### src/design/ss_pkg.sv
// ----------------------------------------------------------------------------
// ss_pkg - shared types and constants for the substring search block
// Register map codes, configuration port widths, the cell control bundle
// and the ASCII case fold.
// ----------------------------------------------------------------------------
package ss_pkg;

    // configuration port
    localparam int APB_ADDR_W = 5;
    localparam int APB_DATA_W = 64;

    // register index, taken from paddr[4:3] (8-byte stride)
    typedef enum logic [1:0] {
        REG_PATTERN_BYTES  = 2'd0,
        REG_PATTERN_LENGTH = 2'd1,
        REG_IGNORE_CASE    = 2'd2,
        REG_UNUSED         = 2'd3
    } ss_reg_idx_t;

    localparam int PATTERN_W = 64;
    localparam int LENGTH_W  = 4;
    localparam int OFFSET_W  = 16;

    // per-cell control from the top level
    typedef struct packed {
        logic [7:0] pattern_byte;
        logic       enable;
        logic       ignore_case;
    } ss_cell_ctrl_t;

    // fold 'A'..'Z' to lower case when enabled
    function automatic logic [7:0] ss_fold(input logic [7:0] b, input logic en);
        logic [7:0] r;
        r = b;
        if (en && (b >= 8'h41) && (b <= 8'h5a)) begin
            r = b + 8'h20;
        end
        return r;
    endfunction

endpackage

### src/design/ss_cell.sv
// ----------------------------------------------------------------------------
// ss_cell - one window cell
// Holds one text byte, hands it to the next cell on each transaction and
// compares the byte it is loading against its assigned pattern byte.
// ----------------------------------------------------------------------------
module ss_cell (
    input  logic                  aclk,
    input  logic                  shift_en,
    input  logic [7:0]            byte_in,
    input  ss_pkg::ss_cell_ctrl_t ctrl,
    output logic [7:0]            byte_out,
    output logic                  hit
);
    import ss_pkg::*;

    logic [7:0] byte_reg;
    logic [7:0] byte_next;

    assign byte_next = shift_en ? byte_in : byte_reg;

    always_ff @(posedge aclk) begin
        byte_reg <= byte_next;
    end

    assign byte_out = byte_reg;

    // disabled cells never veto a match
    assign hit = !ctrl.enable ||
                 (ss_fold(ctrl.pattern_byte, ctrl.ignore_case) ==
                  ss_fold(byte_in, ctrl.ignore_case));

endmodule

### src/design/substring_search.sv
// ----------------------------------------------------------------------------
// substring_search - streaming first-occurrence search for a short pattern
// Text bytes stream through a row of window cells; each cell compares its
// byte with one pattern byte and the top level latches the first match.
// ----------------------------------------------------------------------------
// Usage:
//   s_ channel: one text byte per transaction in s_tdata, s_tlast marks the
//   final byte of a text. m_ channel: one result per text, issued for the
//   s_tlast byte; m_tuser = found, m_tdata = offset of the first match start
//   (zero when nothing was found). An empty pattern reports found at 0.
//   The APB port writes pattern bytes (0x00), length (0x08) and case mode
//   (0x10); write it only while no text is in flight.
// Result: registered, valid in the cycle after the final byte is accepted.
// Throughput: one byte per cycle while s_tready is high, set by the
//   combinational compare over the cell row; texts may follow with no gap.
// Stall: the result sits in an output register. While it waits, a new byte
//   is still accepted in the cycle m_tready returns high; s_tready drops only
//   while a result is held and m_tready is low.
// Reset: synchronous, active low. Clears registers, the position count, the
//   match flag and the result valid. After each final byte the search state
//   returns to that cleared state; register values are kept.
// Matches starting at or beyond MAX_TEXT (or above 65535) are not reported,
//   and the position count saturates at MAX_TEXT + MAX_PATTERN.
// ----------------------------------------------------------------------------
module substring_search #(
    parameter int MAX_PATTERN = 8,
    parameter int MAX_TEXT    = 65536
) (
    input  logic                           aclk,
    input  logic                           aresetn,
    // input stream
    input  logic                           s_tvalid,
    output logic                           s_tready,
    input  logic [7:0]                     s_tdata,   // [7:0] data_byte
    input  logic                           s_tlast,   // end_of_text
    // result stream
    output logic                           m_tvalid,
    input  logic                           m_tready,
    output logic [ss_pkg::OFFSET_W-1:0]    m_tdata,   // [15:0] match_offset
    output logic                           m_tuser,   // [0] found
    // configuration
    input  logic                           psel,
    input  logic                           penable,
    input  logic                           pwrite,
    input  logic [ss_pkg::APB_ADDR_W-1:0]  paddr,
    input  logic [ss_pkg::APB_DATA_W-1:0]  pwdata,
    output logic [ss_pkg::APB_DATA_W-1:0]  prdata,
    output logic                           pready
);
    import ss_pkg::*;

    localparam int POS_CAP   = MAX_TEXT + MAX_PATTERN;
    localparam int PW        = $clog2(POS_CAP + 1);
    localparam int OFF_LIMIT = (MAX_TEXT < 65536) ? MAX_TEXT : 65536;

    // ---------------- configuration registers ----------------
    logic [PATTERN_W-1:0] pattern_reg,  pattern_next;
    logic [LENGTH_W-1:0]  length_reg,   length_next;
    logic                 icase_reg,    icase_next;

    ss_reg_idx_t reg_idx;
    logic        cfg_wr;

    assign pready  = 1'b1;
    assign reg_idx = ss_reg_idx_t'(paddr[4:3]);
    assign cfg_wr  = psel && penable && pwrite && pready;

    always_comb begin
        pattern_next = pattern_reg;
        length_next  = length_reg;
        icase_next   = icase_reg;
        if (cfg_wr) begin
            unique case (reg_idx)
                REG_PATTERN_BYTES:  pattern_next = pwdata[PATTERN_W-1:0];
                REG_PATTERN_LENGTH: length_next  = pwdata[LENGTH_W-1:0];
                REG_IGNORE_CASE:    icase_next   = pwdata[0];
                default: ;
            endcase
        end
    end

    always_comb begin
        unique case (reg_idx)
            REG_PATTERN_BYTES:  prdata = pattern_reg;
            REG_PATTERN_LENGTH: prdata = {{(APB_DATA_W-LENGTH_W){1'b0}}, length_reg};
            REG_IGNORE_CASE:    prdata = {{(APB_DATA_W-1){1'b0}}, icase_reg};
            default:            prdata = '0;
        endcase
    end

    // effective length: clamp to the cell count
    logic [LENGTH_W-1:0] eff_len;
    assign eff_len = (length_reg > LENGTH_W'(MAX_PATTERN)) ? LENGTH_W'(MAX_PATTERN)
                                                            : length_reg;

    // ---------------- cell row ----------------
    logic                  accept;
    logic [7:0]            cell_in  [MAX_PATTERN];
    logic [7:0]            cell_out [MAX_PATTERN];
    logic [MAX_PATTERN-1:0] cell_hit;
    ss_cell_ctrl_t         cell_ctrl [MAX_PATTERN];

    assign accept = s_tvalid && s_tready;

    // cell i loads the byte that arrived i transactions ago; it is checked
    // against pattern byte (len - 1 - i)
    always_comb begin
        for (int i = 0; i < MAX_PATTERN; i++) begin
            cell_ctrl[i].pattern_byte = 8'h00;
            cell_ctrl[i].enable       = (LENGTH_W'(i) < eff_len);
            cell_ctrl[i].ignore_case  = icase_reg;
            for (int j = 0; j < MAX_PATTERN; j++) begin
                if ((LENGTH_W'(i + j + 1)) == eff_len) begin
                    cell_ctrl[i].pattern_byte = pattern_reg[8*j +: 8];
                end
            end
        end
    end

    for (genvar g = 0; g < MAX_PATTERN; g++) begin : g_cell
        if (g == 0) begin : g_head
            assign cell_in[g] = s_tdata;
        end else begin : g_link
            assign cell_in[g] = cell_out[g-1];
        end
        ss_cell u_cell (
            .aclk     (aclk),
            .shift_en (accept),
            .byte_in  (cell_in[g]),
            .ctrl     (cell_ctrl[g]),
            .byte_out (cell_out[g]),
            .hit      (cell_hit[g])
        );
    end

    // ---------------- match tracking ----------------
    logic [PW-1:0]       pos_reg,  pos_next;
    logic                seen_reg, seen_next;
    logic [OFFSET_W-1:0] off_reg,  off_next;

    logic                pos_run;
    logic [PW-1:0]       pos_inc;
    logic [PW-1:0]       start;
    logic                new_hit;
    logic                seen_after;
    logic [OFFSET_W-1:0] off_after;

    assign pos_run = pos_reg < PW'(POS_CAP);
    assign pos_inc = pos_reg + PW'(1);
    assign start   = pos_inc - PW'(eff_len);
    assign new_hit = pos_run && (eff_len != '0) && !seen_reg &&
                     (pos_inc >= PW'(eff_len)) && (&cell_hit) &&
                     (start < PW'(OFF_LIMIT));

    assign seen_after = seen_reg || new_hit;
    assign off_after  = new_hit ? OFFSET_W'(start) : off_reg;

    always_comb begin
        pos_next  = pos_reg;
        seen_next = seen_reg;
        off_next  = off_reg;
        if (accept) begin
            if (s_tlast) begin
                pos_next  = '0;
                seen_next = 1'b0;
                off_next  = '0;
            end else begin
                pos_next  = pos_run ? pos_inc : pos_reg;
                seen_next = seen_after;
                off_next  = off_after;
            end
        end
    end

    // ---------------- output register ----------------
    logic                m_valid_reg, m_valid_next;
    logic                m_found_reg, m_found_next;
    logic [OFFSET_W-1:0] m_off_reg,   m_off_next;

    assign s_tready = !m_valid_reg || m_tready;

    always_comb begin
        m_valid_next = m_valid_reg;
        m_found_next = m_found_reg;
        m_off_next   = m_off_reg;
        if (m_tready) begin
            m_valid_next = 1'b0;
        end
        if (accept && s_tlast) begin
            m_valid_next = 1'b1;
            if (eff_len == '0) begin
                m_found_next = 1'b1;
                m_off_next   = '0;
            end else begin
                m_found_next = seen_after;
                m_off_next   = seen_after ? off_after : '0;
            end
        end
    end

    always_ff @(posedge aclk) begin
        if (!aresetn) begin
            pattern_reg <= '0;
            length_reg  <= '0;
            icase_reg   <= 1'b0;
            pos_reg     <= '0;
            seen_reg    <= 1'b0;
            off_reg     <= '0;
            m_valid_reg <= 1'b0;
        end else begin
            pattern_reg <= pattern_next;
            length_reg  <= length_next;
            icase_reg   <= icase_next;
            pos_reg     <= pos_next;
            seen_reg    <= seen_next;
            off_reg     <= off_next;
            m_valid_reg <= m_valid_next;
        end
    end

    always_ff @(posedge aclk) begin
        m_found_reg <= m_found_next;
        m_off_reg   <= m_off_next;
    end

    assign m_tvalid = m_valid_reg;
    assign m_tuser  = m_found_reg;
    assign m_tdata  = m_off_reg;

endmodule

### config.mk
export PLATFORM = sky130hd
export DESIGN_NAME = substring_search
export DESIGN_NICKNAME = d
export VERILOG_FILES = /design/src/design/ss_pkg.sv /design/src/design/ss_cell.sv /design/src/design/substring_search.sv
export SDC_FILE = /design/constraint.sdc
export NUM_CORES = 1
export LEC_CHECK = 0
export BUFFER_PORTS_ARGS = -buffer_cell sky130_fd_sc_hd__buf_2
export CAP_MARGIN = 20
export CORE_MARGIN = 2
export CORE_UTILIZATION = 54
export DETAILED_ROUTE_END_ITERATION = 6
export PLACE_DENSITY_LB_ADDON = 0.1
export RECOVER_POWER = 100
export SETUP_SLACK_MARGIN = 0.1
export SLEW_MARGIN = 10
export SYNTH_ARGS = -nofsm -noshare
export SYNTH_HDL_FRONTEND = slang
export SYNTH_SLANG_ARGS = --single-unit
### constraint.sdc
create_clock -name aclk -period 3.8 [get_ports aclk]
set_input_delay 0.57 -clock aclk [delete_from_list [all_inputs] [get_ports aclk]]
set_output_delay 0.57 -clock aclk [all_outputs]
set_load 0.005 [all_outputs]
== Word-level counts from Yosys, hierarchy flattened ==
Cells that the tools add are included.

* Add/sub/neg operators: 18
* $mul: 0
* Divide/modulo/power cells: 0
* Magnitude comparators: 44
* Equality and inequality tests: 25
* Shift operators: 0
* Multiplexer cells: 89
* Bitwise gates (word level): 1
* Reduce and logical (&&, ||, !) cells: 72

{| class="wikitable"
|+ Operator list
! cell !! number
|-
| $mux W8 || 80
|-
| $pmux W64 S3 || 1
|-
| $add A8 B6 Y8 const B || 16
|-
| $ge A8 B7 Y1 const B || 16
|-
| $le A8 B7 Y1 const B || 16
|-
| $eq A8 B8 Y1 || 8
|-
| $logic_and A1 B1 Y1 || 41
|-
| $lt A17 B17 Y1 const B || 2
|-
| $mux W17 || 2
|-
| $eq A4 B4 Y1 const A || 8
|-
| $mux W16 || 2
|-
| $add A17 B1 Y17 const B || 1
|-
| $ge A17 B4 Y1 || 1
|-
| $sub A17 B4 Y17 || 1
|-
| $eq A3 B4 Y1 const A || 4
|-
| $lt A3 B4 Y1 const A || 4
|-
| $logic_not A1 Y1 || 10
|-
| $logic_or A1 B1 Y1 || 10
|-
| $eq A2 B4 Y1 const A || 2
|-
| $lt A1 B4 Y1 const A || 2
|-
| $lt A2 B4 Y1 const A || 2
|-
| $reduce_and A2 Y1 || 4
|-
| $reduce_and A8 Y1 || 1
|-
| $eq A1 B4 Y1 const A || 1
|-
| 11 further kinds || 14
|}

* Flip-flop bits (word level): 177
* Latch bits: 0
* RAM bits: 0
* Memory bits (read-only): 0
* Output and inout port bits: 84
* Memories kept: 0

== Longest topological paths before layout ==
* Depth after elaboration: 23
* Gate-level depth with buffers: 20

== Cells and area by module ==
From an unflattened synthesis, not the netlist that was laid out.

* Cells, all modules: 1446
* Area, all modules: 12469.5 um^2

{| class="wikitable"
|+ Modules (own cells, without submodules)
! module !! instances !! cells an instance !! area an instance (um^2)
|-
| substring_search || 1 || 1070 || 8205.4
|-
| ss_cell || 8 || 47 || 533.0
|}

== Worst setup path after synthesis ==
No wires, ideal clock.

* Path type: register -> register
* From: register length_reg[3]
* To: register off_reg[10]
* Setup time: 0.121 ns
* Arrival: 4.014 ns
* Data required time: 3.679 ns
* Slack: -0.334 ns
* Stages on the path, launching flop included: 20
* Path buffers: 7
* Cell sequence: dfxtp_1 -> buf_2 -> buf_2 -> buf_1 -> buf_2 -> buf_2 -> clkbuf_1 -> a21oi_1 -> inv_1 -> ha_1 -> nand3_1 -> o211ai_1 -> or4b_1 -> a211o_1 -> a211oi_1 -> nand2_1 -> o32a_1 -> o21ai_2 -> buf_6 -> o22ai_2

* Longest elaborated chain between the ends: 22
* Elaborated cells on any way between the ends: 173
* Classes of those cells: add/sub (9); order compare (27); eq/ne (23); mux (75); reduce/logical (39)

{| class="wikitable"
|+ Ends and longest elaborated chain
! what !! RTL line !! source
|-
| start, declared || substring_search.sv:58 || <nowiki>logic [LENGTH_W-1:0] length_reg, length_next;</nowiki>
|-
| start signal, assigned || substring_search.sv:212 || <nowiki>length_reg <= length_next;</nowiki>
|-
| $gt A4 B4 Y1 || substring_search.sv:93 || <nowiki>assign eff_len = (length_reg > LENGTH_W'(MAX_PATTERN)) ? LENGTH_W'(MAX_PATTERN)</nowiki>
|-
| $mux W4 (*) || substring_search.sv:93 ||
|-
| $eq A1 B4 Y1 (tied with other cells) || substring_search.sv:113 || <nowiki>if ((LENGTH_W'(i + j + 1)) == eff_len) begin</nowiki>
|-
| $mux W8 (8 in series) || substring_search.sv:113 ||
|-
| $ge A8 B7 Y1 || ss_pkg.sv:35 || <nowiki>if (en && (b >= 8'h41) && (b <= 8'h5a)) begin</nowiki>
|-
| $logic_and A1 B1 Y1 (2 in series) || ss_pkg.sv:35 ||
|-
| $mux W8 || ss_pkg.sv:35 ||
|-
| $eq A8 B8 Y1 || ss_cell.sv:29 || <nowiki>(ss_fold(ctrl.pattern_byte, ctrl.ignore_case) ==</nowiki>
|-
| $logic_or A1 B1 Y1 || ss_cell.sv:28 || <nowiki>assign hit = !ctrl.enable ||</nowiki>
|-
| $reduce_and A8 Y1 || substring_search.sv:152 || <nowiki>(pos_inc >= PW'(eff_len)) && (&cell_hit) &&</nowiki>
|-
| $logic_and A1 B1 Y1 (2 in series) || substring_search.sv:152 ||
|-
| $mux W16 (*) || substring_search.sv:156 || <nowiki>assign off_after = new_hit ? OFFSET_W'(start) : off_reg;</nowiki>
|-
| $mux W16 (*) || substring_search.sv:163 || <nowiki>if (s_tlast) begin</nowiki>
|-
| end signal, assigned || substring_search.sv:216 || <nowiki>off_reg <= off_next;</nowiki>
|-
| end, declared || substring_search.sv:139 || <nowiki>logic [OFFSET_W-1:0] off_reg, off_next;</nowiki>
|}

Every way passes the cells marked *; elsewhere a longest branch is shown, timed or not.
A chain may end at the register's enable or synchronous reset.

== Final worst setup path ==
* From: register length_reg[1]
* To: register off_reg[0]

Same word-level chain as after synthesis.

==> results.sh <==
export IMPL_status="complete, but fails checks"
export IMPL_violations="setup timing"
export IMPL_synth_cells=1616
export IMPL_crit_type="flop to flop"
export IMPL_rows=57
export IMPL_required_ps=4130
export IMPL_dp_slack_ps=-233
export IMPL_synth_area_top_cells="edfxtp_1, dfxtp_1, nand2_1, a21oi_1, xnor2_1"
export IMPL_io_pins=169
export IMPL_dieWidth_microns=161
export IMPL_drt_iter0_markers=1874
export IMPL_drt_pass1_iter_count=6
export IMPL_post_dp_cell_area_sq_um=15900
export IMPL_clockBufferDepth=2
export IMPL_gp_congestion=1.02
export IMPL_final_cell_mix="nand2_1, buf_4, buf_2, a21oi_1, dfxtp_1"
export IMPL_num_antenna_cells=0
export IMPL_post_drt_via_cell_ratio=6.31
export IMPL_worst_r2r_path_depth=15
export IMPL_cts_max_level=4
export IMPL_worstReg2RegStart="length_reg[1]$_SDFFE_PN0P_"
export IMPL_synth_seq_area_share=0.322
export IMPL_layout_commonest_cell="nand2_1"
export IMPL_grt_pass1_wl_microns=77200
export IMPL_wl_per_cell_microns=22.2
export IMPL_drtAntennaViolNets=0
export IMPL_cap_violations=0
export IMPL_track_usage=0.385
export IMPL_netlist_area_sq_um=13300
export IMPL_slew_headroom=0.463
export IMPL_switching_share=0.293
export IMPL_period_share=1.07
export IMPL_largest_reg_flops=64
export IMPL_finalSetupViolations=34
export IMPL_p_sw_uw=1340
export IMPL_synth_area_leader_cell="edfxtp_1"
export IMPL_worstPathCellList="buf_12 -> nand3b_1 -> buf_4 -> o22ai_1 -> a21oi_1 -> or4_4 -> o22ai_4 -> o41ai_4 -> xor2_1 -> or4_4 -> o32a_1 -> o21ai_4 -> buf_6 -> buf_12 -> o32ai_2"
export IMPL_max_stage_delay_ps=580
export IMPL_io_buffers=164
export IMPL_grt_setup_unrepaired="true"
export IMPL_power_share_clock=0.418
export IMPL_numCtsBuffers=17
export IMPL_grt_overflow=0
export IMPL_worst_path_buf_inv=4
export IMPL_power_frac_seq=0.462
export IMPL_syn_to_final_growth_pct=30.7
export IMPL_antenna_found_initial=0
export IMPL_netlist_area_leader_share=0.165
export IMPL_grt_max_degree=65
export IMPL_cp_max_fo=10
export IMPL_worstMarginPinSlew_ps=803
export IMPL_reg2reg_to="off_reg[0]$_SDFFE_PN0P_"
export IMPL_yosys_warnings=0
export IMPL_power_density_nw_per_um2=264
export IMPL_fin_crit_ps=4050
export IMPL_dieArea_sq_um=25800
export IMPL_synthArstFlopShare=0
export IMPL_path_clk_slew_ps=80
export IMPL_insertion_delay_ps=450
export IMPL_coreArea_sq_um=24200
export IMPL_synth_edff_count=73
export IMPL_routed_wl_microns=50600
export IMPL_ys_types=100
export IMPL_ir_worst_vdd_mv=0.236
export IMPL_fin_nets=2046
export IMPL_hold_path_class="input pin to flop"
export IMPL_internal_power_uw=3230
export IMPL_grt_pass1_vias=13231
export IMPL_root_buffer="clkbuf_16"
export IMPL_cts_tree="yes"
export IMPL_num_vias=14370
export IMPL_layout_drive_gt1_share=0.305
export IMPL_hold_path_end="pattern_reg[6]$_SDFFE_PN0P_"
export IMPL_combPwrFrac=0.119
export IMPL_placed_cells=2208
export IMPL_synth_area_per_cell_sq_um=8.20
export IMPL_hp_start="pwdata[6]"
export IMPL_reg2reg_slack_ps=-250
export IMPL_p_leak_uw=0.00670
export IMPL_final_cell_count_no_fill=2276
export IMPL_skew_ps=25.5
export IMPL_yosys_register_bits=177
export IMPL_drc=0
export IMPL_max_freq_mhz=247
export IMPL_critPathTopFamily="simple AND/OR/NAND/NOR gates"
export IMPL_dominantRegCellSynth="dfxtp_1"
export IMPL_fin_ws_ps=-252
export IMPL_slowest_stage="or4_4"
export IMPL_min_path_cells=3
export IMPL_design_area_sq_um=17300
export IMPL_start_kind="flop"
export IMPL_cp_arrival_ps=4380
export IMPL_critPathCaptureType="flop"
export IMPL_hold_viol=0
export IMPL_start_util=0.548
export IMPL_report_final_slew_viol_count=0
export IMPL_synth_fp_nets=1723
export IMPL_cts_sinks=177
export IMPL_hpwl_microns=37300
export IMPL_chipHeight_microns=161
stage by stage:
stage	util	setup TNS, ps	power (uW)	hold slack (ps)
6_report	0.717	-6260	4570	340
5_1_grt	0.717	-10200	4680	348
4_1_cts	0.698	-2510	4540	334
3_5_place_dp	0.656	-5820	2640	450
3_3_place_gp	0.656	-3450	2630	444
2_1_floorplan	-	-368	2420	424
power groups by stage:
| stage | registers, uW | logic [uW] | clock network, uW |
|---|---|---|---|
| after floorplan | 2130 | 297 | 0 |
| after detailed placement | 2150 | 492 | 0 |
| after CTS | 2110 | 519 | 1910 |
| final | 2110 | 544 | 1910 |
| after global routing | 2120 | 584 | 1980 |
| after global placement | 2150 | 481 | 0 |
kinds of logic after synthesis:
family                     Yosys count  share of synthesized area
AOI/OAI and AO/OA                  427                      0.221
xor gates and xnor gates            91                     0.0634
adders and majority gates           22                     0.0213
buffers and inverters              173                     0.0594
DFF                                177                      0.322
muxes                               59                     0.0568
other                                1                   0.000283
and+or+nand+nor                    666                      0.256
tightest hold or removal path, stage by stage:
cell and delay, ps:
buf_2 90, nand2_1 40, a21oi_1 50
synthesized netlist by cell type (15+ instances only):
master      n
o21ai_0    49
a21oi_1   150
inv_1      40
nor2_1     82
nand2b_1   21
ha_1       21
clkbuf_1   76
edfxtp_1   73
and2_1     72
dfxtp_1   104
o22ai_1    15
mux2i_1    28
xor2_1     35
nand4_1    16
nor2b_1    18
o211ai_1   15
xnor2_1    53
mux2_2     17
nand2_1   261
nor3_1     31
buf_2      31
nand3_1    48
nor4_1     23
a22oi_1    18
nand3b_1   16
layout make-up:
class,count,area (sq um)
Tap cell,324,405
Inverter,43,161
Fill cell,1948,6850
Timing Repair Buffer,434,3170
Clock buffer,17,425
Multi-Input combinational cell,1266,8670
Sequential cell,177,4290
Clock inverter,15,205
per-layer routing:
metal	track usage	wire length [microns]
met1	0.558	21700
met2	0.577	22000
met3	0.0741	5170
met4	0.124	1730
met5	0	0
how the worst max path moves through the flow:
stage          slack [ps]  cells past startpoint                         to                  startpoint
3_5_place_dp         -230                     15  m_tdata[15]$_SDFFCE_PP0P_  length_reg[2]$_SDFFE_PN0P_
4_1_cts              -140                     16    off_reg[0]$_SDFFE_PN0P_  length_reg[0]$_SDFFE_PN0P_
3_3_place_gp         -150                     15   m_tdata[2]$_SDFFCE_PP0P_  length_reg[1]$_SDFFE_PN0P_
5_1_grt              -370                     18    off_reg[8]$_SDFFE_PN0P_  length_reg[0]$_SDFFE_PN0P_
6_report             -250                     15    off_reg[0]$_SDFFE_PN0P_  length_reg[1]$_SDFFE_PN0P_
2_1_floorplan         -20                     19   off_reg[10]$_SDFFE_PN0P_  length_reg[0]$_SDFFE_PN0P_
timing repair:
item / in CTS / in global routing
buffers inserted: 8 / 20
pin swaps: 13 / 28
hold buffers: 0 / 0
resized for setup: 55 / 51
gates cloned: 4 / 3
hold endpoints to repair: 0 / 0
setup endpoints to repair: 34 / 34
Note: power is estimated with default switching activity, not from simulation.
